$ cat src/design/binary_min_heap_queue_macros.svh
// ============================================================================
// binary_min_heap_queue_macros.svh
// Assertion macros used by the heap queue top level
// ============================================================================
`ifndef BINARY_MIN_HEAP_QUEUE_MACROS_SVH
`define BINARY_MIN_HEAP_QUEUE_MACROS_SVH

// same-cycle implication, checked outside reset
`define BMHQ_ASSERT_IMP(label, clk, rst_n, ante, cons) \
    label: assert property (@(posedge clk) disable iff (!rst_n) (ante) |-> (cons)) \
        else $error("heap queue check failed");

// next-cycle implication, checked outside reset
`define BMHQ_ASSERT_NEXT(label, clk, rst_n, ante, cons) \
    label: assert property (@(posedge clk) disable iff (!rst_n) (ante) |=> (cons)) \
        else $error("heap queue check failed");

`endif

$ cat src/design/bmhq_pkg.sv
// ============================================================================
// bmhq_pkg
// Constants, codes and controller/datapath interface types of the heap queue
// ============================================================================
package bmhq_pkg;

    localparam int HEAP_DEPTH = 512;
    localparam int ADDR_W     = $clog2(HEAP_DEPTH);
    localparam int CNT_W      = $clog2(HEAP_DEPTH + 1);
    localparam int IDX_W      = ADDR_W + 2;
    localparam int KEY_W      = 32;
    localparam int HDL_W      = 16;
    localparam int ENTRY_W    = KEY_W + HDL_W;
    localparam int FILL_W     = 10;
    localparam int STAT_W     = 2;
    localparam int S_DATA_W   = 48;
    localparam int M_DATA_W   = 64;
    localparam int M_PAD_W    = M_DATA_W - KEY_W - HDL_W - FILL_W;

    localparam logic OP_INSERT = 1'b0;
    localparam logic OP_POP    = 1'b1;

    localparam logic [STAT_W-1:0] ST_DONE  = 2'd0;
    localparam logic [STAT_W-1:0] ST_EMPTY = 2'd1;
    localparam logic [STAT_W-1:0] ST_FULL  = 2'd2;

    typedef enum logic [2:0] {
        RD_ROOT   = 3'd0,
        RD_PARENT = 3'd1,
        RD_LAST   = 3'd2,
        RD_LEFT   = 3'd3,
        RD_RIGHT  = 3'd4
    } rd_sel_t;

    typedef enum logic [1:0] {
        WR_CUR   = 2'd0,
        WR_RDATA = 2'd1,
        WR_BEST  = 2'd2
    } wr_sel_t;

    typedef enum logic [2:0] {
        HOLE_HOLD   = 3'd0,
        HOLE_COUNT  = 3'd1,
        HOLE_ZERO   = 3'd2,
        HOLE_PARENT = 3'd3,
        HOLE_BEST   = 3'd4
    } hole_sel_t;

    typedef struct packed {
        logic              accept;
        logic              cnt_inc;
        logic              cnt_dec;
        logic              rd_en;
        rd_sel_t           rd_sel;
        logic              wr_en;
        wr_sel_t           wr_sel;
        hole_sel_t         hole_sel;
        logic              take_root;
        logic              take_last;
        logic              take_left;
        logic              take_right;
        logic              load_out;
        logic [STAT_W-1:0] out_status;
    } dp_cmd_t;

    typedef struct packed {
        logic empty;
        logic full;
        logic at_root;
        logic up_swap;
        logic left_ok;
        logic right_ok;
        logic best_child;
    } dp_stat_t;

endpackage

$ cat src/design/bmhq_ctrl.sv
// ============================================================================
// bmhq_ctrl
// Sequencer for insert sift-up and pop sift-down, plus output handshake
// ============================================================================
module bmhq_ctrl
    import bmhq_pkg::*;
(
    input  logic     clk,
    input  logic     rst_n,
    input  logic     in_valid,
    input  logic     in_opcode,
    output logic     in_ready,
    output logic     out_valid,
    input  logic     out_ready,
    input  dp_stat_t stat,
    output dp_cmd_t  cmd
);

    typedef enum logic [9:0] {
        S_IDLE     = 10'b00_0000_0001,
        S_UP_CHK   = 10'b00_0000_0010,
        S_UP_CMP   = 10'b00_0000_0100,
        S_POP_ROOT = 10'b00_0000_1000,
        S_POP_LAST = 10'b00_0001_0000,
        S_DN_L     = 10'b00_0010_0000,
        S_DN_R     = 10'b00_0100_0000,
        S_DN_RCMP  = 10'b00_1000_0000,
        S_DN_MOVE  = 10'b01_0000_0000,
        S_RESP     = 10'b10_0000_0000
    } state_t;

    state_t            state_reg, state_next;
    logic [STAT_W-1:0] status_reg, status_next;
    logic              out_valid_reg, out_valid_next;

    assign in_ready  = (state_reg == S_IDLE);
    assign out_valid = out_valid_reg;

    always_comb
    begin
        cmd         = '0;
        state_next  = state_reg;
        status_next = status_reg;
        case (state_reg)
            S_IDLE:
            begin
                if (in_valid)
                begin
                    cmd.accept  = 1'b1;
                    status_next = ST_DONE;
                    if (in_opcode == OP_INSERT)
                    begin
                        if (stat.full)
                        begin
                            status_next = ST_FULL;
                            state_next  = S_RESP;
                        end
                        else
                        begin
                            cmd.hole_sel = HOLE_COUNT;
                            cmd.cnt_inc  = 1'b1;
                            state_next   = S_UP_CHK;
                        end
                    end
                    else if (stat.empty)
                    begin
                        status_next = ST_EMPTY;
                        state_next  = S_RESP;
                    end
                    else
                    begin
                        cmd.rd_en  = 1'b1;
                        cmd.rd_sel = RD_ROOT;
                        state_next = S_POP_ROOT;
                    end
                end
            end
            S_UP_CHK:
            begin
                if (stat.at_root)
                begin
                    cmd.wr_en  = 1'b1;
                    cmd.wr_sel = WR_CUR;
                    state_next = S_RESP;
                end
                else
                begin
                    cmd.rd_en  = 1'b1;
                    cmd.rd_sel = RD_PARENT;
                    state_next = S_UP_CMP;
                end
            end
            S_UP_CMP:
            begin
                cmd.wr_en = 1'b1;
                // parent moves down into the hole when strictly greater
                if (stat.up_swap)
                begin
                    cmd.wr_sel   = WR_RDATA;
                    cmd.hole_sel = HOLE_PARENT;
                    state_next   = S_UP_CHK;
                end
                else
                begin
                    cmd.wr_sel = WR_CUR;
                    state_next = S_RESP;
                end
            end
            S_POP_ROOT:
            begin
                cmd.take_root = 1'b1;
                cmd.cnt_dec   = 1'b1;
                cmd.rd_en     = 1'b1;
                cmd.rd_sel    = RD_LAST;
                state_next    = S_POP_LAST;
            end
            S_POP_LAST:
            begin
                cmd.take_last = 1'b1;
                cmd.hole_sel  = HOLE_ZERO;
                state_next    = stat.empty ? S_RESP : S_DN_L;
            end
            S_DN_L:
            begin
                if (stat.left_ok)
                begin
                    cmd.rd_en  = 1'b1;
                    cmd.rd_sel = RD_LEFT;
                    state_next = S_DN_R;
                end
                else
                begin
                    cmd.wr_en  = 1'b1;
                    cmd.wr_sel = WR_CUR;
                    state_next = S_RESP;
                end
            end
            S_DN_R:
            begin
                cmd.take_left = 1'b1;
                if (stat.right_ok)
                begin
                    cmd.rd_en  = 1'b1;
                    cmd.rd_sel = RD_RIGHT;
                    state_next = S_DN_RCMP;
                end
                else
                begin
                    state_next = S_DN_MOVE;
                end
            end
            S_DN_RCMP:
            begin
                cmd.take_right = 1'b1;
                state_next     = S_DN_MOVE;
            end
            S_DN_MOVE:
            begin
                cmd.wr_en = 1'b1;
                if (stat.best_child)
                begin
                    cmd.wr_sel   = WR_BEST;
                    cmd.hole_sel = HOLE_BEST;
                    state_next   = S_DN_L;
                end
                else
                begin
                    cmd.wr_sel = WR_CUR;
                    state_next = S_RESP;
                end
            end
            S_RESP:
            begin
                if (!out_valid_reg || out_ready)
                begin
                    cmd.load_out   = 1'b1;
                    cmd.out_status = status_reg;
                    state_next     = S_IDLE;
                end
            end
            default:
            begin
                state_next = S_IDLE;
            end
        endcase
    end

    always_comb
    begin
        out_valid_next = out_valid_reg;
        if (cmd.load_out)
        begin
            out_valid_next = 1'b1;
        end
        else if (out_ready)
        begin
            out_valid_next = 1'b0;
        end
    end

    always_ff @(posedge clk or negedge rst_n)
    begin
        if (!rst_n)
        begin
            state_reg     <= S_IDLE;
            status_reg    <= ST_DONE;
            out_valid_reg <= 1'b0;
        end
        else
        begin
            state_reg     <= state_next;
            status_reg    <= status_next;
            out_valid_reg <= out_valid_next;
        end
    end

endmodule

$ cat config.mk
export PLATFORM = sky130hd
export DESIGN_NAME = bmhq_ctrl
export DESIGN_NICKNAME = d
export VERILOG_FILES = /design/src/design/binary_min_heap_queue_macros.svh /design/src/design/bmhq_pkg.sv /design/src/design/bmhq_ctrl.sv
export SDC_FILE = /design/constraint.sdc
export NUM_CORES = 1
export LEC_CHECK = 0
export BUFFER_PORTS_ARGS = -buffer_cell sky130_fd_sc_hd__buf_2
export CORE_MARGIN = 3
export CORE_UTILIZATION = 40
export DETAILED_ROUTE_END_ITERATION = 10
export GPL_TIMING_DRIVEN = 0
export PLACE_DENSITY = 0.68
export SYNTH_ARGS = -nofsm -noshare
export SYNTH_HDL_FRONTEND = slang
export SYNTH_SLANG_ARGS = --single-unit
$ cat constraint.sdc
create_clock -name clk -period 1.92 [get_ports clk]
set_clock_uncertainty 0.1 [all_clocks]
set_input_delay 0.096 -clock clk [delete_from_list [all_inputs] [get_ports clk]]
set_output_delay 0.096 -clock clk [all_outputs]
set_load 0.01 [all_outputs]
* Yosys cells after proc, flatten, opt, wreduce, memory -nomap -nowiden
Cells that the tools add are included.
Cells by class: muxes and demuxes 45, reductions and logical operators 5, equality and inequality tests 12
Operators with widths (count):
- two-way mux 10 bit | 10
- one-hot mux 10 bit (10 select lines) | 1
- two-way mux 4 bit | 6
- one-hot mux 3 bit (4 select lines) | 2
- one-hot mux 4 bit (5 select lines) | 1
- two-way mux 3 bit | 5
- two-way mux 1 bit | 13
- two-way mux 2 bit | 6
- equality test 10 x 1 -> 1 bit, second input constant | 1
- equality test 10 bit, second input constant | 1
- equality test 10 x 2 -> 1 bit, second input constant | 1
- equality test 10 x 3 -> 1 bit, second input constant | 1
- equality test 10 x 4 -> 1 bit, second input constant | 1
- equality test 10 x 5 -> 1 bit, second input constant | 1
- equality test 10 x 6 -> 1 bit, second input constant | 1
- equality test 10 x 7 -> 1 bit, second input constant | 1
- equality test 10 x 8 -> 1 bit, second input constant | 1
- equality test 10 x 9 -> 1 bit, second input constant | 1
- two-way mux 9 bit | 1
- inequality test 2 bit, second input constant | 2
- AND reduction 2 bit | 2
- nonzero test 2 bit | 1
- logical NOT 1 bit | 1
- logical OR 1 bit | 1
Storage, ports and cells: output and inout bits 22, register bits after elaboration 13, input bits 12, logic and storage cells 65

* Longest topological paths before layout
depth in word-level cells 5, gate-level depth with buffers 7, gate-level depth less buffers 6

* Worst setup path before layout
OpenSTA, ideal clock, no wires.
kind reg-to-output, start register state_reg[5], end output cmd[16] (netlist bit), required time 1.724 ns, buffers on the path 1, arrival 1.900 ns, slack -0.176 ns, cell stages (with the launch flop) 7, cell sequence dfrtp_1 buf_6 or4_4 nor3_4 and4b_1 nand2b_1 nand4bb_1
RTL lines:
- from (decl) | line bmhq_ctrl.sv:32 | state_t state_reg, state_next;
- from (signal assigned) | line bmhq_ctrl.sv:211 | state_reg <= state_next;
- to (decl) | line bmhq_ctrl.sv:16 | output dp_cmd_t cmd

==> results.py <==
metrics = {
    "clock_network": {
        "cts.sinks": 13,
        "htree_num_levels": 1,
        "cts_tree": "done",
        "clockRootBuffer": "clkbuf_4",
        "clk_latency_ns": 0.29,
        "cts_made_buffers": 3,
        "cts.path.max_buffers": 2,
        "clkTransAtPathRegs_ns": 0.09,
    },
    "worst_hold_path": {
        "hp-start": "in_opcode",
        "hp-class": "in2reg",
        "hold_depth": 3,
    },
    "placement": {
        "placed_area_mm2": 0.00121,
        "dp.cells": 179,
        "hpwl_um": 2040,
        "portBuffers": 33,
        "routabilityCongestion": 0.842,
        "place_ws_ns": -0.315,
    },
    "critical_path": {
        "cp.required_ns": 1.72,
        "cp_max_fo": 3,
        "crit_slowest_cell": "or4_4",
        "crit_top_cell": "buf_6",
        "path_class": "reg2out",
        "cpPeakStageDelay_ns": 0.56,
        "critical_path.cell_chain": "or4_4 > nor3_4 > buf_4 > buf_6 > nand4_1 > inv_2 > or2_4 > buf_6",
        "cp_top_family": "simple AND/OR/NAND/NOR gates",
        "worst-path-stages": 8,
        "crit_path_start": "state_reg[4]",
        "critPathBufInv": 4,
        "critical_path_arrival_ns": 2.17,
        "rr_worst_depth": 8,
        "timing.rr.start": "state_reg[4]",
        "cp-start-kind": "register",
        "endpoint_kind": "output pin",
    },
    "floorplanning": {
        "num_rows": 17,
        "core_area_mm2": 0.00230,
        "pin_count": 34,
        "dieHeight_um": 56.1,
        "initial_core_util": 0.436,
        "dieArea_mm2": 0.00314,
        "dieWidth_um": 56.1,
    },
    "logic_synthesis": {
        "yosys-top-cells-count": "dfrtp_1, nand2_1, inv_1, nor3_1",
        "ys_seq_area_frac": 0.326,
        "syn_inst": 118,
        "postSynth.topFlopCell": "dfrtp_1",
        "synth-edff-count": 0,
        "post-synth-top-area-cell": "dfrtp_1",
        "ys_ff_latch": 13,
        "synthTopCellsByArea": "dfrtp_1, nor3_4, nand2_1",
        "yosys_warnings": 0,
        "syn-cell-area_mm2": 0.00100,
        "ys_async_sr_fraction": 1.00,
        "synth_cell_types": 45,
        "syn-num-nets": 130,
        "avgSynthCellArea_um2": 8.49,
        "synth_top_area_frac": 0.300,
    },
    "route": {
        "vias": 1112,
        "routedWlPerCell_um": 16.4,
        "drt_iter0_markers": 50,
        "first_pass_iters": 4,
        "drt-vias-per-instance": 5.53,
        "ant_nets": 0,
        "routed_wl_um": 3300,
        "drc": 0,
    },
    "power_and_ir_drop": {
        "power_density_mw_per_mm2": 926,
        "peakVddDrop_v": 0.000786,
        "p_leak_nw": 0.826,
        "p_total_mw": 1.43,
    },
    "sta": {
        "rsz0062_at_grt": "true",
        "worst_slew_pin_slew_ns": 0.452,
        "clock.fmax_mhz": 423,
        "setup-tns-final_ns": -5.65,
        "setup_viol": 23,
        "final.min_clock_period_ns": 2.37,
        "final_max_slew_viol_count": 0,
        "holdWs_ns": -0.00752,
        "relSlewSlack": 0.696,
        "timing.final.crit_share": 1.23,
        "setup_slack_ns": -0.445,
        "hold_violations": 1,
    },
    "layout": {
        "stdcell_area_mm2": 0.00154,
        "post-route-util": 0.672,
        "syn_to_final_growth_pct": 54.1,
        "antennaDiodeCount": 0,
        "final_cell_count_no_fill": 201,
        "fillers": 173,
        "largest_reg_flops": 10,
        "drive_above_1_share": 0.532,
        "nNetsFinal": 186,
    },
    "global_routing": {
        "antenna_found_initial": 0,
        "grt_pass1_vias": 986,
        "grt_use_total": 0.201,
        "grt_pass1_wl_um": 4950,
        "grt_overflow_total": 0,
        "grt_max_degree": 14,
    },
    "run_status": {
        "status": "finished with violations",
        "failed_checks": "negative hold slack, negative setup slack",
    },
    "job": {
        "max_cap_viol_count": 0,
    },
}
[cells in the final DEF, fill, tap and decap left out, types with 4 or more instances in the layout]
master         netlist  layout
buf_2                2      25
buf_4                2      18
buf_6                1      13
nand2_1             12      10
inv_1               11       9
dfrtp_2              0       7
nor2_1               5       5
nor3_1               6       5
dlygate4sd3_1        0       5
dfrtp_1             12       5
nor4_1               5       4
nand3_1              5       4
nand2b_1             5       4
nor3_4               3       4
[tightest hold or removal path, cell delays in order]
cell and delay (ns):
buf_2 0.13, nand2_1 0.06, o21ai_0 0.06
[worst paths after layout]
kind	endpoint	slack, ns
min	status_reg[0]	-0.008
min in group asynchronous	status_reg[0]	0.12
max in group asynchronous	state_reg[0]	1.31
max reg2reg	state_reg[9]	-0.23
min reg2reg	status_reg[0]	0.38
max	cmd[7]	-0.45
[repair_timing]
item / CTS / global route
hold endpoints to repair: 20 / 0
pin swaps: 10 / 10
buffers inserted: 11 / 12
hold buffers: 5 / 0
gates resized for setup: 19 / 17
setup endpoints to repair: 30 / 28
[cells by family (layout without fill, tap and decap cells)]
family / Yosys count / in the layout / synth area share
AND/OR/NAND/NOR: 66 / 66 / 0.437
buffers and inverters: 21 / 76 / 0.0974
AO/OA/AOI/OAI: 15 / 15 / 0.114
flip-flops: 13 / 13 / 0.326
XOR/XNOR: 3 / 3 / 0.0262
[where the power goes]
group          switching [mW]  total (mW)  internal [mW]
Combinational           0.425       0.835          0.410
Sequential             0.0761       0.410          0.334
Clock                   0.104       0.184         0.0808
[layer usage]
layer | GRT usage | part of all wire | vias to the layer above
met5 | 0 | 0 | -
met4 | 0.105 | 0.038 | 0
met3 | 0.0278 | 0.094 | 18
met2 | 0.311 | 0.46 | 69
met1 | 0.271 | 0.40 | 501
li1 | - | - | 524
[cell type report]
type / instances / area, um^2 / share of cell area
sequential: 13 / 335 / 0.217
tap: 28 / 35.0 / 0.0227
inverter: 11 / 41.3 / 0.0267
multi-input combinational: 84 / 649 / 0.421
timing repair buffer: 59 / 438 / 0.284
buffer: 2 / 18.8 / 0.0122
clock buffer: 4 / 26.3 / 0.0170
Power figures use the tool's default switching activity.
